[config.mk]
export PLATFORM = sky130hd
export DESIGN_NAME = sum_checked_frame_deframer
export DESIGN_NICKNAME = d
export VERILOG_FILES = /design/src/rtl/scfd_pkg.sv /design/src/rtl/sum_checked_frame_deframer.sv
export SDC_FILE = /design/constraint.sdc
export NUM_CORES = 1
export LEC_CHECK = 0
export BUFFER_PORTS_ARGS = -buffer_cell sky130_fd_sc_hd__buf_2
export CORE_AREA = 3 3 149 151
export DETAILED_ROUTE_END_ITERATION = 12
export DIE_AREA = 0 0 152 154
export PLACE_DENSITY = 0.63
export SETUP_SLACK_MARGIN = 0.4
export SYNTH_ARGS = -nofsm -noshare
export SYNTH_HDL_FRONTEND = slang
export SYNTH_SLANG_ARGS = --single-unit
[constraint.sdc]
create_clock -name clk_i -period 25.3 [get_ports clk_i]
set_input_delay 5.06 -clock clk_i [delete_from_list [all_inputs] [get_ports clk_i]]
set_output_delay 5.06 -clock clk_i [all_outputs]
set_load 0.03 [all_outputs]
[src/rtl/scfd_pkg.sv]
// shared constants and types for the sum-checked frame deframer
`timescale 1ns / 1ps
`default_nettype none

package scfd_pkg;

  // framing constants
  localparam logic [7:0] HeaderByte   = 8'hA5;
  localparam int unsigned BodyDataLen = 9;
  localparam int unsigned IdxW        = $clog2(BodyDataLen + 1);
  localparam logic [IdxW-1:0] CsumIdx = IdxW'(BodyDataLen);

  // result kinds
  typedef enum logic [1:0] {
    KindAttitude = 2'd0,
    KindSpeed    = 2'd1,
    KindUnknown  = 2'd2,
    KindCsumErr  = 2'd3
  } frame_kind_e;

  // config register indexes
  typedef enum logic [0:0] {
    RegAttitudeId = 1'b0,
    RegSpeedId    = 1'b1
  } cfg_reg_e;

  // output payload
  typedef struct packed {
    logic [7:0]         shoot_code;
    logic [7:0]         mode_code;
    logic signed [15:0] speed_value;
    logic signed [15:0] quat_w;
    logic signed [15:0] quat_z;
    logic signed [15:0] quat_y;
    logic signed [15:0] quat_x;
    logic [7:0]         frame_id;
  } result_t;

endpackage

`default_nettype wire

[src/rtl/sum_checked_frame_deframer.sv]
// header byte frame deframer with 8-bit additive checksum
//
// Usage: link bytes enter on the s_axis channel, one item per byte. Bytes are
// skipped until the header 0xA5; then ten body bytes are collected (nine data
// bytes and a checksum byte). On the checksum byte one result item leaves on
// the m_axis channel: m_axis_tuser carries the frame kind (attitude, speed
// and mode, unknown id, checksum error), m_axis_tdata the id and decoded
// fields, zero where they do not apply.
// Latency: the result is valid the cycle after its checksum byte is accepted.
// Throughput: one byte per cycle while s_axis_tready is high; the frame state and a single output
// register are updated from the accepted byte in one step.
// Stall: while a result waits and m_axis_tready is low, s_axis_tready is low;
// when the result is taken a new byte can be accepted in the same cycle.
// Reset: hunting for a header, no result pending, attitude id 0, speed id 1.
// The id registers are written through cfg_we_i / cfg_idx_i / cfg_data_i; the user must write them
// only while the block is idle, as the block itself does not enforce this.
`timescale 1ns / 1ps
`default_nettype none

module sum_checked_frame_deframer (
  input  wire logic         clk_i,
  input  wire logic         rst_ni,
  // configuration write port
  input  wire logic         cfg_we_i,
  input  wire logic [0:0]   cfg_idx_i,
  input  wire logic [7:0]   cfg_data_i,
  // input bytes
  input  wire logic         s_axis_tvalid,
  output logic              s_axis_tready,
  input  wire logic [7:0]   s_axis_tdata,   // rx_byte
  // result items
  output logic              m_axis_tvalid,
  input  wire logic         m_axis_tready,
  // frame_id[7:0], quat_x[23:8], quat_y[39:24], quat_z[55:40], quat_w[71:56],
  // speed_value[87:72], mode_code[95:88], shoot_code[103:96]
  output logic [103:0]      m_axis_tdata,
  output logic [1:0]        m_axis_tuser    // frame_kind
);

  localparam int unsigned IdxW = scfd_pkg::IdxW;

  logic [7:0]            att_id_q, spd_id_q;
  logic                  in_frame_q, in_frame_d;
  logic [IdxW-1:0]       body_idx_q, body_idx_d;
  logic [7:0]            sum_q, sum_d;
  logic [7:0]            body_q [scfd_pkg::BodyDataLen];
  logic                  out_valid_q, out_valid_d;
  scfd_pkg::result_t     res_q, res_d;
  scfd_pkg::frame_kind_e kind_q, kind_d;
  logic                  s_accept, frame_done;
  logic [7:0]            rx_byte;

  assign rx_byte       = s_axis_tdata;
  assign s_axis_tready = !out_valid_q || m_axis_tready;
  assign s_accept      = s_axis_tvalid && s_axis_tready;
  assign frame_done    = s_accept && in_frame_q && (body_idx_q == scfd_pkg::CsumIdx);

  // config registers
  always_ff @(posedge clk_i or negedge rst_ni) begin
    if (!rst_ni) begin
      att_id_q <= 8'd0;
      spd_id_q <= 8'd1;
    end else if (cfg_we_i) begin
      unique case (cfg_idx_i)
        scfd_pkg::RegAttitudeId: att_id_q <= cfg_data_i;
        scfd_pkg::RegSpeedId:    spd_id_q <= cfg_data_i;
        default: ;
      endcase
    end
  end

  // frame state next value
  always_comb begin
    in_frame_d = in_frame_q;
    body_idx_d = body_idx_q;
    sum_d      = sum_q;
    if (s_accept) begin
      if (!in_frame_q) begin
        if (rx_byte == scfd_pkg::HeaderByte) begin
          in_frame_d = 1'b1;
          body_idx_d = '0;
          sum_d      = 8'd0;
        end
      end else if (body_idx_q != scfd_pkg::CsumIdx) begin
        sum_d      = sum_q + rx_byte;
        body_idx_d = body_idx_q + 1'b1;
      end else begin
        in_frame_d = 1'b0;
        body_idx_d = '0;
        sum_d      = 8'd0;
      end
    end
  end

  // result decode from the stored body and the checksum byte
  always_comb begin
    res_d          = '0;
    res_d.frame_id = body_q[0];
    if (sum_q != rx_byte) begin
      kind_d = scfd_pkg::KindCsumErr;
    end else if (body_q[0] == att_id_q) begin
      kind_d       = scfd_pkg::KindAttitude;
      res_d.quat_x = {body_q[1], body_q[2]};
      res_d.quat_y = {body_q[3], body_q[4]};
      res_d.quat_z = {body_q[5], body_q[6]};
      res_d.quat_w = {body_q[7], body_q[8]};
    end else if (body_q[0] == spd_id_q) begin
      kind_d            = scfd_pkg::KindSpeed;
      res_d.speed_value = {body_q[1], body_q[2]};
      res_d.mode_code   = body_q[3];
      res_d.shoot_code  = body_q[4];
    end else begin
      kind_d = scfd_pkg::KindUnknown;
    end
  end

  // output valid next value
  always_comb begin
    out_valid_d = out_valid_q;
    if (m_axis_tready) begin
      out_valid_d = 1'b0;
    end
    if (frame_done) begin
      out_valid_d = 1'b1;
    end
  end

  // control registers
  always_ff @(posedge clk_i or negedge rst_ni) begin
    if (!rst_ni) begin
      in_frame_q  <= 1'b0;
      body_idx_q  <= '0;
      sum_q       <= 8'd0;
      out_valid_q <= 1'b0;
    end else begin
      in_frame_q  <= in_frame_d;
      body_idx_q  <= body_idx_d;
      sum_q       <= sum_d;
      out_valid_q <= out_valid_d;
    end
  end

  // body byte store
  always_ff @(posedge clk_i) begin
    if (s_accept && in_frame_q && (body_idx_q != scfd_pkg::CsumIdx)) begin
      body_q[body_idx_q] <= rx_byte;
    end
  end

  // result register
  always_ff @(posedge clk_i) begin
    if (frame_done) begin
      res_q  <= res_d;
      kind_q <= kind_d;
    end
  end

  assign m_axis_tvalid = out_valid_q;
  assign m_axis_tdata  = res_q;
  assign m_axis_tuser  = kind_q;

`ifndef SYNTHESIS
  // body index never passes the checksum slot
  assert property (@(posedge clk_i) disable iff (!rst_ni)
    body_idx_q <= scfd_pkg::CsumIdx)
    else $error("body index out of range");

  // while hunting the index stays cleared
  assert property (@(posedge clk_i) disable iff (!rst_ni)
    !in_frame_q |-> (body_idx_q == '0))
    else $error("index not cleared while hunting");

  // a checksum byte always yields a pending result and ends the frame
  assert property (@(posedge clk_i) disable iff (!rst_ni)
    frame_done |=> (m_axis_tvalid && !in_frame_q))
    else $error("frame end without result");

  // a checksum error carries only the id
  assert property (@(posedge clk_i) disable iff (!rst_ni)
    (m_axis_tvalid && (m_axis_tuser == scfd_pkg::KindCsumErr))
      |-> (m_axis_tdata[103:8] == '0))
    else $error("checksum error result has payload");
`endif

endmodule

`default_nettype wire
-- After elaboration in Yosys (flattened, before gate mapping)
Memories as Yosys holds them, arrays and structs flattened. A register that Yosys moved wholly into a read port is not among the register bits.
Index checks and enable logic that the tools add are counted.
- register bits after elaboration: 104
- memory bits (writable): 72
- input bits: 22
- output and inout bits: 108
- logic and storage cells: 53
- memories: 1
- memories (memory ; words ; width ; rd ports ; clocked after memory_dff ; wr ports ; line ; source):
    body_q ; 9 ; 8 ; 9 ; 4 ; 1 ; sum_checked_frame_deframer.sv:46 ; logic [7:0] body_q [scfd_pkg::BodyDataLen];
- add/sub/neg operators: 2
- equality and inequality tests: 6
- mux-type cells: 15
- bitwise logic cells: 3
- reduce and logical (&&, ||, !) cells: 13
- operators with widths (cell ; number):
    2-to-1 mux 8 bit ; 3
    == test 8 bit ; 2
    2-to-1 mux 4 bit ; 3
    adder 8 bit ; 1
    == test 8 bit, second input constant ; 1
    inequality test 8 bit ; 1
    2-to-1 mux 1 bit ; 7
    AND reduction 2 bit ; 3
    adder 4 x 1 -> 4 bit, second input constant ; 1
    == test 4 bit, second input constant ; 1
    logical AND 1 bit ; 4
    2-to-1 mux 2 bit ; 2
    inequality test 4 bit, second input constant ; 1
    nonzero test 2 bit ; 2
    inverter 1 bit ; 3
    OR reduction 3 bit ; 1
    OR reduction 2 bit ; 1
    logical NOT 1 bit ; 1
    logical OR 1 bit ; 1

-- Longest topological paths before layout
- word-level depth: 7
- depth in mapped cells: 7
- mapped depth without buffers: 7

-- Worst setup path after synthesis
Ideal clock, no wire load.
- kind: input to register
- start: input m_axis_tready
- end: register m_axis_tdata[0] (netlist name)
- library setup time: 706 ps
- data arrival time: 12859 ps
- required time: 24594 ps
- slack: 11736 ps
- stages: 3
- path buffers: 0
- cell sequence: nand2b_1 nand2_1 nor3_1
- cells in the longest elaborated chain, start to end: 4
- RTL lines (item ; line ; source):
    start: declaration ; sum_checked_frame_deframer.sv:33 ; input wire logic m_axis_tready,
    logical OR 1 bit ; sum_checked_frame_deframer.sv:54 ; assign s_axis_tready = !out_valid_q || m_axis_tready;
    logical AND 1 bit ; sum_checked_frame_deframer.sv:55 ; assign s_accept = s_axis_tvalid && s_axis_tready;
    logical AND 1 bit (2 in a row) ; sum_checked_frame_deframer.sv:56 ; assign frame_done = s_accept && in_frame_q && (body_idx_q == scfd_pkg::CsumIdx);
    net frame_done ; sum_checked_frame_deframer.sv:50 ; logic s_accept, frame_done;
The timed path passes the listed nets, and every way through them passes these cells.
A chain may end at the register's enable or synchronous reset.

-- Worst setup path after layout
- start: input m_axis_tready
- end: output s_axis_tready
- cells in the longest elaborated chain, start to end: 1
- RTL lines (item ; line ; source):
    logical OR 1 bit ; sum_checked_frame_deframer.sv:54 ;
    end: declaration ; sum_checked_frame_deframer.sv:29 ; output logic s_axis_tready,
Every way passes these cells.

==> impl_metrics.py <==
metrics = {
    "outcome": {
        "outcome": "finished, final reports clean",
    },
    "timing": {
        "fin_worst_skew_ns": 0.0145,
        "tightestPinTransition_ns": 1.05,
        "period_share_pct": 42.1,
        "timing.fmax_ghz": 0.0938,
        "setup_violations": 0,
        "final_hold_viol_count": 0,
        "hold_ws_ns": 0.492,
        "rsz0062_at_grt": "false",
        "relSlewSlack_pct": 29.7,
        "fin_tns_setup_ns": 0,
        "slew_violations": 0,
        "period_minus_slack_ns": 10.66,
    },
    "clock_tree": {
        "hold_buffers": 0,
        "cts_setup_buffers": 0,
        "cts_tree": "built",
        "htree_levels": 1,
        "path_clk_slew_ns": 0.06,
        "root_buffer": "clkbuf_16",
        "cts_num_sinks": 208,
        "clk_path_buf_depth": 3,
        "cts_buffers": 21,
        "cts_resized": 0,
        "insertion_delay_ns": 0.49,
    },
    "pwr": {
        "swShare_pct": 21.4,
        "ir_worst_vdd_mv": 0.0359,
        "powerDensity_nw_per_um2": 79.9,
        "p_int_uw": 600,
        "power_switching_uw": 163,
        "p_leak_uw": 0.00388,
        "comb_power_share_pct": 7.1,
        "clkPwrFrac_pct": 41.4,
        "p_seq_share_pct": 51.5,
    },
    "setup_path": {
        "crit_required_ns": 20.24,
        "critPathLaunchType": "input pin",
        "crit_path_end_kind": "output pin",
        "cp_slowest_stage_delay_ns": 0.22,
        "crit_type": "input pin to output pin",
        "cp_data_arrival_time_ns": 5.60,
        "path_max_fanout": 5,
        "cpMaxStageDelayCell": "nand2b_1",
        "worstPathCellList": "buf_2 -> nand2b_1 -> buf_2",
        "critPathMostFrequentCell": "buf_2",
    },
    "finish": {
        "layout_commonest_cell": "edfxtp_1",
        "areaGrowthSynthToFinish_pct": 20.8,
        "final_cell_mix": "edfxtp_1, buf_2, and3_1",
        "multi_input_area_um2": 1660,
        "ff_latch_area_um2": 6100,
        "nFillCells": 1843,
        "drive_gt1_share_pct": 31.5,
        "finalCoreUtilization_pct": 45.6,
        "fin_nets": 643,
        "n_antenna_cell": 0,
    },
    "grt": {
        "grt_pass1_wl_mm": 24.9,
        "grt_usage_pct": 13.3,
        "globalRouteOverflowTotal": 0,
        "antenna_found_initial": 0,
        "grt_max_degree": 99,
        "grt_pass1_vias": 4453,
    },
    "job": {
        "drv_cap": 0,
    },
    "floorplan": {
        "pin_count": 130,
        "start_util_pct": 37.7,
        "rows": 53,
        "die_y_um": 154,
        "die_x_um": 152,
        "die-area_um2": 23400,
        "core_um2": 21000,
    },
    "synthesis": {
        "synth_cells": 478,
        "yosysWarnings": 0,
        "syn_nets": 508,
        "yosysSeqAreaShare_pct": 77.2,
        "synth_flop_cell": "edfxtp_1",
        "syn_area_per_cell_um2": 16.5,
        "synthArstFlopShare_pct": 14.4,
        "synth_cell_type_count": 43,
        "netlist_area_um2": 7900,
        "synth_edf_count": 178,
        "ys_seq_elements": 208,
    },
    "placement": {
        "hpwl_mm": 10.2,
        "placement.io_buffers": 129,
        "gp_congestion": 0.768,
    },
    "detailed_routing": {
        "ant_nets": 0,
        "first_pass_iters": 4,
        "vias": 4425,
        "wire_per_inst_um": 17.5,
        "dr.first_iter.drc_count": 280,
        "drc_errors": 0,
        "wl_mm": 15.8,
        "vias_per_cell": 4.90,
    },
    "worst_hold_path": {
        "min_path_type": "register to register",
    },
}
[flip-flops by register name (all words and copies together), names as in the netlist]
signal and flops:
att_id_q 8, body_idx_q 4, body_q 72, in_frame_q 1
m_axis_tdata 104, m_axis_tuser 2, m_axis_tvalid 1, spd_id_q 8
sum_q 8
[Yosys cell counts, types with 2 or more instances]
cell type	instances	area share [%]
clkbuf_1	9	0.43
nor3_1	7	0.44
o31ai_1	3	0.29
edfxtp_1	178	68
ha_1	7	1.1
and3_2	7	0.67
buf_2	4	0.25
nand4_1	4	0.32
clkbuf_2	10	0.63
nor2_1	13	0.62
nor3b_1	2	0.19
inv_1	7	0.33
nand2_1	17	0.81
nor2b_1	2	0.16
nand2b_1	7	0.55
a21oi_1	6	0.38
a21o_1	4	0.38
a211oi_1	2	0.19
xnor2_1	20	2.2
a211o_1	2	0.22
buf_6	3	0.43
mux2_2	16	2.3
nand3_1	3	0.19
and3_1	90	7.1
o21ai_0	9	0.57
dfrtp_1	29	9.2
[path summary, 6_finish.rpt]
| kind | slack (ns) | cells past startpoint | startpoint | endpoint |
|---|---|---|---|---|
| worst max-delay path | 14.64 | 3 | m_axis_tready | s_axis_tready |
| worst min-delay path | 0.49 | 2 | sum_q[3] | sum_q[3] |
| worst max register to register | 22.89 | 6 | sum_q[2] | m_axis_tuser[1] |
| worst min register to register | 0.49 | 2 | sum_q[3] | sum_q[3] |
| max in group asynchronous | 20.22 | 1 | rst_ni | spd_id_q[3] |
| min in group asynchronous | 4.61 | 1 | rst_ni | sum_q[3] |
[power groups by stage]
stage          Clock [µW]  Combinational, µW  Sequential [µW]
3_5_place_dp            0               54.2              399
2_1_floorplan           0               44.4              394
4_1_cts               322               54.5              392
6_report              316               54.4              392
3_3_place_gp            0               52.4              399
5_1_grt               336               60.9              394
[stage by stage]
stage / setup slack [ns] / instance area [µm²] / power, µW / std cells
global placement: 14.66 / 8840 / 451 / 865
detailed placement: 14.65 / 8840 / 454 / 865
CTS: 14.64 / 9550 / 768 / 903
finish: 14.64 / 9550 / 763 / 903
floorplan: 11.74 / 7900 / 439 / 478
global route: 14.60 / 9550 / 791 / 903
[kinds of logic (layout without fill, tap and decap cells)]
logic type	after synthesis	in the layout	share of synthesized area [%]
buf+inv	33	183	2.07
compound gates	33	33	2.77
xor+xnor	21	21	2.33
fa+ha+maj	8	8	1.36
flops	208	208	77.2
mux	17	17	2.41
simple gates	158	158	11.9
[cell type report]
cell class / count / share of cell area, %
timing repair buffer: 138 / 7.47
multi-input combinational: 237 / 17.4
clock inverter: 13 / 1.77
clock buffer: 25 / 5.66
inverter: 7 / 0.275
tap: 275 / 3.60
sequential: 208 / 63.9
[worst max-delay path, delay by kind of cell]
family,cells,cell delay [ns]
buffers and inverters,2,0.32
AND/OR/NAND/NOR,1,0.22
[routing by layer]
layer  share of wire (%)  vias up  GRT usage (%)
met2                  48      148           22.0
met3                 6.2       28           3.12
met4                 2.4        0           4.37
met1                  44     2164           17.6
met5                   0        -              0
li1                    -     2085              -
Power figures use the tool's default switching activity.
